--- src/rtl/bba_pkg.sv ---
// Buddy allocator package: payload structs, register indexes, controller and
// datapath command/status types. No dependencies.
package bba_pkg;

   localparam int ADDR_W        = 48;
   localparam int LEN_W         = 41;
   localparam int PLOG_W        = 6;
   localparam int LEAF_W        = 4;
   localparam int CSR_IDX_W     = 2;
   localparam int CSR_DATA_W    = 48;
   localparam logic [PLOG_W-1:0] POOL_LOG2_MAX = 6'd40;

   localparam logic [CSR_IDX_W-1:0] CSR_BASE = 2'd0;
   localparam logic [CSR_IDX_W-1:0] CSR_POOL = 2'd1;
   localparam logic [CSR_IDX_W-1:0] CSR_LEAF = 2'd2;

   localparam logic [ADDR_W-1:0] BASE_RST = '0;
   localparam logic [PLOG_W-1:0] POOL_RST = 6'd20;
   localparam logic [LEAF_W-1:0] LEAF_RST = 4'd8;

   localparam logic CMD_ALLOC = 1'b0;
   localparam logic CMD_FREE  = 1'b1;

   typedef struct packed {
      logic              cmd;
      logic [LEN_W-1:0]  request_length;
      logic [ADDR_W-1:0] free_address;
   } bba_req_type;

   typedef struct packed {
      logic              ok;
      logic [ADDR_W-1:0] block_address;
   } bba_rsp_type;

   typedef enum logic [4:0] {
      OP_NONE,
      OP_CLEAR,
      OP_LOAD,
      OP_DEPTH,
      OP_READ,
      OP_READ_SIB,
      OP_S_CHILD,
      OP_S_NEXT_K,
      OP_SPLIT_NODE,
      OP_SPLIT_SIB,
      OP_MARK,
      OP_UP_ALLOC,
      OP_F_DOWN,
      OP_F_CLR,
      OP_UP_FREE,
      OP_FAIL,
      OP_ALLOC_OK,
      OP_FREE_OK
   } bba_op_type;

   typedef enum logic [4:0] {
      ST_CLEAR,
      ST_IDLE,
      ST_CHECK,
      ST_DEPTH,
      ST_S_RD,
      ST_S_EV,
      ST_SPLIT_A,
      ST_SPLIT_B,
      ST_MARK,
      ST_U_RD,
      ST_U_WR,
      ST_F_RD,
      ST_F_EV,
      ST_FU_RD,
      ST_FU_WR,
      ST_FAIL,
      ST_AOK,
      ST_FOK
   } bba_state_type;

   typedef struct packed {
      bba_op_type op;
   } bba_cmd_type;

   typedef struct packed {
      logic is_free;
      logic clr_done;
      logic oversize;
      logic off_out;
      logic depth_more;
      logic q_split;
      logic q_full;
      logic t_eq_d;
      logic t1_eq_d;
      logic t_zero;
      logic t_one;
      logic pos_last;
      logic f_more;
   } bba_sts_type;

endpackage

--- src/rtl/bba_ctrl.sv ---
// Buddy allocator controller: sequences clear pass, search, split, mark and
// merge steps. Depends on bba_pkg; drives bba_dpath through bba_cmd_type.
module bba_ctrl (
   input  logic                 clock,
   input  logic                 reset,
   input  logic                 req_valid,
   output logic                 req_stall,
   output logic                 rsp_valid,
   input  logic                 rsp_stall,
   input  bba_pkg::bba_sts_type sts,
   output bba_pkg::bba_cmd_type cmd
);

   bba_pkg::bba_state_type state_ff, state_in;
   logic rsp_valid_ff, rsp_valid_in;
   logic slot_free;

   assign slot_free = !rsp_valid_ff || !rsp_stall;

   always_ff @(posedge clock) begin
      if (reset) begin
         state_ff     <= bba_pkg::ST_CLEAR;
         rsp_valid_ff <= 1'b0;
      end else begin
         state_ff     <= state_in;
         rsp_valid_ff <= rsp_valid_in;
      end
   end

   always_comb begin
      state_in     = state_ff;
      cmd.op       = bba_pkg::OP_NONE;
      rsp_valid_in = rsp_valid_ff && rsp_stall;
      case (state_ff)
         bba_pkg::ST_CLEAR: begin
            cmd.op = bba_pkg::OP_CLEAR;
            if (sts.clr_done) state_in = bba_pkg::ST_IDLE;
         end
         bba_pkg::ST_IDLE: begin
            if (req_valid) begin
               cmd.op   = bba_pkg::OP_LOAD;
               state_in = bba_pkg::ST_CHECK;
            end
         end
         bba_pkg::ST_CHECK: begin
            if (sts.is_free) state_in = sts.off_out ? bba_pkg::ST_FAIL : bba_pkg::ST_F_RD;
            else state_in = sts.oversize ? bba_pkg::ST_FAIL : bba_pkg::ST_DEPTH;
         end
         bba_pkg::ST_DEPTH: begin
            if (sts.depth_more) cmd.op = bba_pkg::OP_DEPTH;
            else state_in = bba_pkg::ST_S_RD;
         end
         bba_pkg::ST_S_RD: begin
            cmd.op   = bba_pkg::OP_READ;
            state_in = bba_pkg::ST_S_EV;
         end
         bba_pkg::ST_S_EV: begin
            if (!sts.q_full && !sts.q_split) begin
               state_in = sts.t_eq_d ? bba_pkg::ST_MARK : bba_pkg::ST_SPLIT_A;
            end else if (sts.q_full || sts.t_eq_d) begin
               if (sts.pos_last) state_in = bba_pkg::ST_FAIL;
               else begin
                  cmd.op   = bba_pkg::OP_S_NEXT_K;
                  state_in = bba_pkg::ST_S_RD;
               end
            end else begin
               cmd.op   = bba_pkg::OP_S_CHILD;
               state_in = bba_pkg::ST_S_RD;
            end
         end
         bba_pkg::ST_SPLIT_A: begin
            cmd.op   = bba_pkg::OP_SPLIT_NODE;
            state_in = bba_pkg::ST_SPLIT_B;
         end
         bba_pkg::ST_SPLIT_B: begin
            cmd.op   = bba_pkg::OP_SPLIT_SIB;
            state_in = sts.t1_eq_d ? bba_pkg::ST_MARK : bba_pkg::ST_SPLIT_A;
         end
         bba_pkg::ST_MARK: begin
            cmd.op   = bba_pkg::OP_MARK;
            state_in = sts.t_zero ? bba_pkg::ST_AOK : bba_pkg::ST_U_RD;
         end
         bba_pkg::ST_U_RD: begin
            cmd.op   = bba_pkg::OP_READ_SIB;
            state_in = bba_pkg::ST_U_WR;
         end
         bba_pkg::ST_U_WR: begin
            cmd.op   = bba_pkg::OP_UP_ALLOC;
            state_in = sts.t_one ? bba_pkg::ST_AOK : bba_pkg::ST_U_RD;
         end
         bba_pkg::ST_F_RD: begin
            cmd.op   = bba_pkg::OP_READ;
            state_in = bba_pkg::ST_F_EV;
         end
         bba_pkg::ST_F_EV: begin
            if (sts.q_split && sts.f_more) begin
               cmd.op   = bba_pkg::OP_F_DOWN;
               state_in = bba_pkg::ST_F_RD;
            end else if (!sts.q_full) begin
               state_in = bba_pkg::ST_FAIL;
            end else begin
               cmd.op   = bba_pkg::OP_F_CLR;
               state_in = sts.t_zero ? bba_pkg::ST_FOK : bba_pkg::ST_FU_RD;
            end
         end
         bba_pkg::ST_FU_RD: begin
            cmd.op   = bba_pkg::OP_READ_SIB;
            state_in = bba_pkg::ST_FU_WR;
         end
         bba_pkg::ST_FU_WR: begin
            cmd.op   = bba_pkg::OP_UP_FREE;
            state_in = sts.t_one ? bba_pkg::ST_FOK : bba_pkg::ST_FU_RD;
         end
         bba_pkg::ST_FAIL, bba_pkg::ST_AOK, bba_pkg::ST_FOK: begin
            if (slot_free) begin
               case (state_ff)
                  bba_pkg::ST_FAIL: cmd.op = bba_pkg::OP_FAIL;
                  bba_pkg::ST_AOK:  cmd.op = bba_pkg::OP_ALLOC_OK;
                  default:          cmd.op = bba_pkg::OP_FREE_OK;
               endcase
               rsp_valid_in = 1'b1;
               state_in     = bba_pkg::ST_IDLE;
            end
         end
         default: state_in = bba_pkg::ST_IDLE;
      endcase
   end

   assign req_stall = (state_ff != bba_pkg::ST_IDLE);
   assign rsp_valid = rsp_valid_ff;

   // result register is never overwritten while a stalled transfer waits
   a_no_overwrite: assert property (@(posedge clock) disable iff (reset)
      (cmd.op == bba_pkg::OP_FAIL || cmd.op == bba_pkg::OP_ALLOC_OK ||
       cmd.op == bba_pkg::OP_FREE_OK) |-> !(rsp_valid_ff && rsp_stall))
      else $error("result overwritten while stalled");

   a_accept_check: assert property (@(posedge clock) disable iff (reset)
      (req_valid && !req_stall) |=> (state_ff == bba_pkg::ST_CHECK))
      else $error("accepted request not checked");

   a_up_not_root: assert property (@(posedge clock) disable iff (reset)
      (state_ff == bba_pkg::ST_U_WR || state_ff == bba_pkg::ST_FU_WR) |-> !sts.t_zero)
      else $error("parent update at root");

   a_one_result: assert property (@(posedge clock) disable iff (reset)
      (state_ff == bba_pkg::ST_CHECK) |-> !$past(rsp_valid_in && !rsp_valid_ff))
      else $error("result issued during load");

endmodule

--- config.mk ---
export PLATFORM = sky130hd
export DESIGN_NAME = bba_ctrl
export DESIGN_NICKNAME = d
export VERILOG_FILES = /design/src/rtl/bba_pkg.sv /design/src/rtl/bba_ctrl.sv
export SDC_FILE = /design/constraint.sdc
export NUM_CORES = 1
export LEC_CHECK = 0
export ABC_AREA = 1
export BUFFER_PORTS_ARGS = -buffer_cell sky130_fd_sc_hd__buf_4
export CAP_MARGIN = 20
export CORE_MARGIN = 3
export CORE_UTILIZATION = 39
export DETAILED_ROUTE_END_ITERATION = 10
export PLACE_DENSITY = 0.64
export REMOVE_ABC_BUFFERS = 1
export SLEW_MARGIN = 25
export SYNTH_ARGS = -nofsm -noshare
export SYNTH_HDL_FRONTEND = slang
export SYNTH_SLANG_ARGS = --single-unit
--- constraint.sdc ---
create_clock -name clock -period 3.15 [get_ports clock]
set_input_delay 0.1575 -clock clock [delete_from_list [all_inputs] [get_ports clock]]
set_output_delay 0.1575 -clock clock [all_outputs]
set_load 0.005 [all_outputs]
**After elaboration in Yosys (flattened, before gate mapping)**

Index checks and enable logic that the tools add are counted.

- Eq/ne operators: 22
- Muxes and demuxes: 31
- Reductions and logical operators: 14

Operator list:

| kind | number |
|---|---|
| case mux 5 bit (16 select lines) | 1 |
| two-way mux 5 bit | 15 |
| case mux 5 bit (13 select lines) | 1 |
| equality test 5 x 4 -> 1 bit, second input constant | 8 |
| two-way mux 4 bit | 7 |
| equality test 5 x 3 -> 1 bit, second input constant | 4 |
| equality test 5 x 2 -> 1 bit, second input constant | 2 |
| equality test 5 bit, second input constant | 2 |
| case mux 5 bit (2 select lines) | 1 |
| != test 2 bit, second input constant | 4 |
| two-way mux 3 bit | 2 |
| equality test 5 x 1 -> 1 bit, second input constant | 1 |
| zero test 5 bit | 1 |
| != test 5 x 1 -> 1 bit, second input constant | 1 |
| zero test 1 bit | 4 |
| two-way mux 2 bit | 2 |
| AND reduction 4 bit | 1 |
| OR reduction 2 bit | 2 |
| logical AND 1 bit | 3 |
| OR reduction 3 bit | 1 |
| logical OR 1 bit | 2 |
| two-way mux 1 bit | 2 |

- Flip-flop bits (word level): 6
- Bits of input ports: 17
- Output and inout bits: 7
- Logic and storage cells: 69

**Depth between registers and ports, before layout**

- Depth after elaboration: 4
- Gate-level depth with buffers: 11
- Gate-level depth less buffers: 10

**Least setup slack after synthesis**

Ideal clock, no wire load.

- Path kind: register -> register
- Start: register state_ff[3]
- End: register state_ff[0]
- Library setup time: 109 ps
- Arrival: 1176 ps
- Required time: 3041 ps
- Setup slack: 1865 ps
- Stages on the path, launching flop included: 10
- Path buffers: 0
- Clock period less this slack: 1285 ps
- Cells stage by stage: dfxtp_1 -> inv_1 -> nor2_1 -> inv_1 -> nor2_1 -> nor2_1 -> nand3_1 -> nand3_1 -> nand2_1 -> inv_1

- Cells in the longest elaborated chain, start to end: 4
- Elaborated cells between the ends (all ways): 25
- Those cells by class: eq/ne: 21; mux: 1; reduce/logical: 3

RTL lines:

| item | line | text |
|---|---|---|
| start, declared | bba_ctrl.sv:14 | `bba_pkg::bba_state_type state_ff, state_in;` |
| start signal, assigned | bba_ctrl.sv:22 | `state_ff <= bba_pkg::ST_CLEAR;` |
| start signal, assigned | bba_ctrl.sv:25 | `state_ff <= state_in;` |
| equality test 5 bit / equality test 5 x 4 -> 1 bit (equally long branches) | bba_ctrl.sv:34 | `case (state_ff)` |
| OR reduction 3 bit | bba_ctrl.sv:34 |  |
| != test 2 bit (no line) | n/a |  |
| AND reduction 4 bit (no line) | n/a |  |

Parallel ways exist; a longest one is shown, timed or not.
A chain may end at the register's enable or synchronous reset.

==> impl_metrics.ini <==
[timing]
setup_viol = 0
final.period_utilization = 0.613
fin_worst_hold_slack_ps = 114
rsz0062_at_grt = false
highest_attainable_clock_frequency_ghz = 0.518
fin_setup_tns_ps = 0
final-max-slew-violation-count = 0
normalized_max_slew_margin = 0.777
finalWorstPathRequiredPeriod_ps = 1930
measured_slew_at_the_worst_slew_check_pin_ps = 333
timing_hold_violations_final = 0
timing.clock.skew_ps = 8.45

[setup_path]
worst-endpoint-required_ps = 2990
critical_path.max_fanout = 8
ff2ff_setup_slack_ps = 1550
cp_cell_sequence = inv_2, nand3_1, inv_1, nand2_1, nand2_1, a31oi_1, nand4_1, buf_4
worst-endpoint-arrival_ps = 1770
critical-path-max-stage-delay_ps = 500
path_class = reg -> out
critPathCaptureType = output pin
worstSetupStartpointType = flip-flop
critical-path-slowest-cell = sky130_fd_sc_hd__dfxtp_1
critical_path.most_common_cell = sky130_fd_sc_hd__nand2_1
crit_family = flip-flops
critical_path.n_buffers_inverters = 3

[finish]
area_occupied_by_registers_um2 = 120
flow.area_growth_from_synthesis_pct = 25.8
antennaDiodeCount = 0
fin_nets = 214
layout.core_utilization = 0.536
post_route_cells_drive_above_1_share = 0.205
multi_input_logic_area_um2 = 643
final_cell_area_um2 = 1090
fill_cells = 230

[routing]
detail-route-antenna-nets = 0
drcViolationCount = 0
drt-initial-drc-count = 30
routedWlPerCell_um = 12.1
num_vias = 1134
route.detailed.vias_per_inst = 5.11
post_route_wl_um = 2690
firstDrtPassIters = 4

[pwr]
post_layout_total_power_uw = 759
cellLeakagePower_uw = 0.000629
worst_vdd_rail_ir_drop_mv = 0.420
p_per_area_nw_per_um2 = 694

[synthesis]
synth.yosys.warnings = 0
ys_seq_elements = 6
synth_top_area_cell = sky130_fd_sc_hd__nand2_1
post_synth_adder_cell_area = 0
synth_simple_gate_area_frac = 0.588
synth.yosys.seq_area_share = 0.138
post-synth-top-area-fraction = 0.186
synth-compound-area-share = 0.151
post_synth.cell_area_avg_um2 = 5.12
synth_mux_area_frac = 0
mapped_cell_area_um2 = 870
largest_family_of_logic_cells_by_synthesized_area = simple AND/OR/NAND/NOR gates
synthXorXnorAreaFrac = 0
cells_after_synth = 170
synth.top_cells.by_area = sky130_fd_sc_hd__nand2_1, sky130_fd_sc_hd__nand3_1, sky130_fd_sc_hd__dfxtp_1
synth.lib_cells_used.distinct = 22

[placed_design]
gp_congestion = 1.02
hpwlAfterDp_um = 2310
placedInstanceArea_um2 = 1070
placement.io_buffers = 23

[clock_tree]
cts_buffers = 3
htreeDepth = 1
cts-root-to-sink-buffers = 2
cts_clock_pin_slew_for_the_worst_setup_and_hold_paths_ps = 50
clock_tree_from_tritoncts = built
post_cts_resized = 0
worst_skew_pair.late_latency_ps = 250
post_cts_buffers = 0
cts.root.buffer_cell = sky130_fd_sc_hd__clkbuf_4
ctsHoldBuffers = 0
number_of_clock_sinks_seen_by_cts = 6

[global_route]
gr-usage-all-layers = 0.220
grt_max_degree = 10
grt_pass1_vias = 1067
grt_first_pass_wirelength_um = 4660
globalRouteOverflowTotal = 0
antenna_violations_before_repair = 0

[floorplanning]
placement_rows = 16
core_um2 = 2040
floorplan.initialDensity = 0.426
ios = 24
die_width_um = 53.2
fp.dieArea_um2 = 2830
floorplan.die.height_um = 53.2

[status]
run_status = finished clean

[run]
number_of_max_capacitance_violations_reported = 0

[worst_hold_path]
hold_class = in -> reg
-- routing by layer --
layer,GRT usage,wire [um]
met1,0.317,1350
met2,0.341,1170
met3,0.00845,110
met4,0.0809,57
met5,0,0
-- worst paths after layout --
kind | start | endpoint | cells after the start
max reg2reg | state_ff[1] | state_ff[1] | 8
max | state_ff[1] | cmd[0] | 8
min reg2reg | state_ff[4] | state_ff[4] | 2
min | reset | state_ff[3] | 2
-- cells in the final DEF, fill, tap and decap left out --
cell,instances
sky130_fd_sc_hd__a21oi_2,1
sky130_fd_sc_hd__nand3_2,2
sky130_fd_sc_hd__nor2_4,1
sky130_fd_sc_hd__a21oi_1,10
sky130_fd_sc_hd__nor2_1,31
sky130_fd_sc_hd__o2111ai_1,1
sky130_fd_sc_hd__nand2_1,43
sky130_fd_sc_hd__inv_1,23
sky130_fd_sc_hd__nor3_1,1
sky130_fd_sc_hd__or2_2,1
sky130_fd_sc_hd__nand4_1,3
sky130_fd_sc_hd__a211oi_1,1
sky130_fd_sc_hd__nand3_1,26
sky130_fd_sc_hd__inv_2,4
sky130_fd_sc_hd__clkbuf_4,3
sky130_fd_sc_hd__o21bai_1,1
sky130_fd_sc_hd__nor2_2,4
sky130_fd_sc_hd__dfxtp_1,6
sky130_fd_sc_hd__a31oi_1,1
sky130_fd_sc_hd__o211ai_1,1
sky130_fd_sc_hd__buf_4,23
sky130_fd_sc_hd__o21ai_0,7
sky130_fd_sc_hd__nand3_4,1
-- cells by family after synthesis --
family                 after synthesis
AND/OR/NAND/NOR                    113
buffers and inverters               28
AO/OA/AOI/OAI                       23
flip-flops                           6
-- power breakdown --
group	switching, uW	internal [uW]
Clock	28.1	43.1
Combinational	336	206
Sequential	46.2	100
Total	410	350
-- state kept, by name, indices dropped and copies added, names as in the netlist --
signal,count
rsp_valid,1
state_ff,5
-- synthesized netlist by cell type, drive strengths merged --
| master | count |
|---|---|
| a211oi | 1 |
| a21oi | 11 |
| a31oi | 1 |
| buf | 1 |
| dfxtp | 6 |
| inv | 27 |
| nand2 | 43 |
| nand3 | 29 |
| nand4 | 3 |
| nor2 | 36 |
| nor3 | 1 |
| o2111ai | 1 |
| o211ai | 1 |
| o21ai | 7 |
| o21bai | 1 |
| or2 | 1 |
-- metrics by stage --
step           setup WS, ps  cells
2_1_floorplan          1860    169
3_3_place_gp           1470    219
3_5_place_dp           1530    219
4_1_cts                1260    222
5_1_grt                1110    222
6_report               1220    222
-- layout make-up --
type / count / area share
clock buffers: 3 / 0.0206
inverters: 27 / 0.0927
multi-input cells: 136 / 0.588
flip-flops and latches: 6 / 0.110
well taps: 27 / 0.0309
repair buffers: 23 / 0.158
-- worst register-to-register path, delay by kind of cell, from the launching register on --
family | cells | cell delay, ps
AO/OA/AOI/OAI | 1 | 120
buffers and inverters | 1 | 90
AND/OR/NAND/NOR | 6 | 830
flip-flops | 1 | 500
No activity file was read; power rests on OpenSTA's default activity.
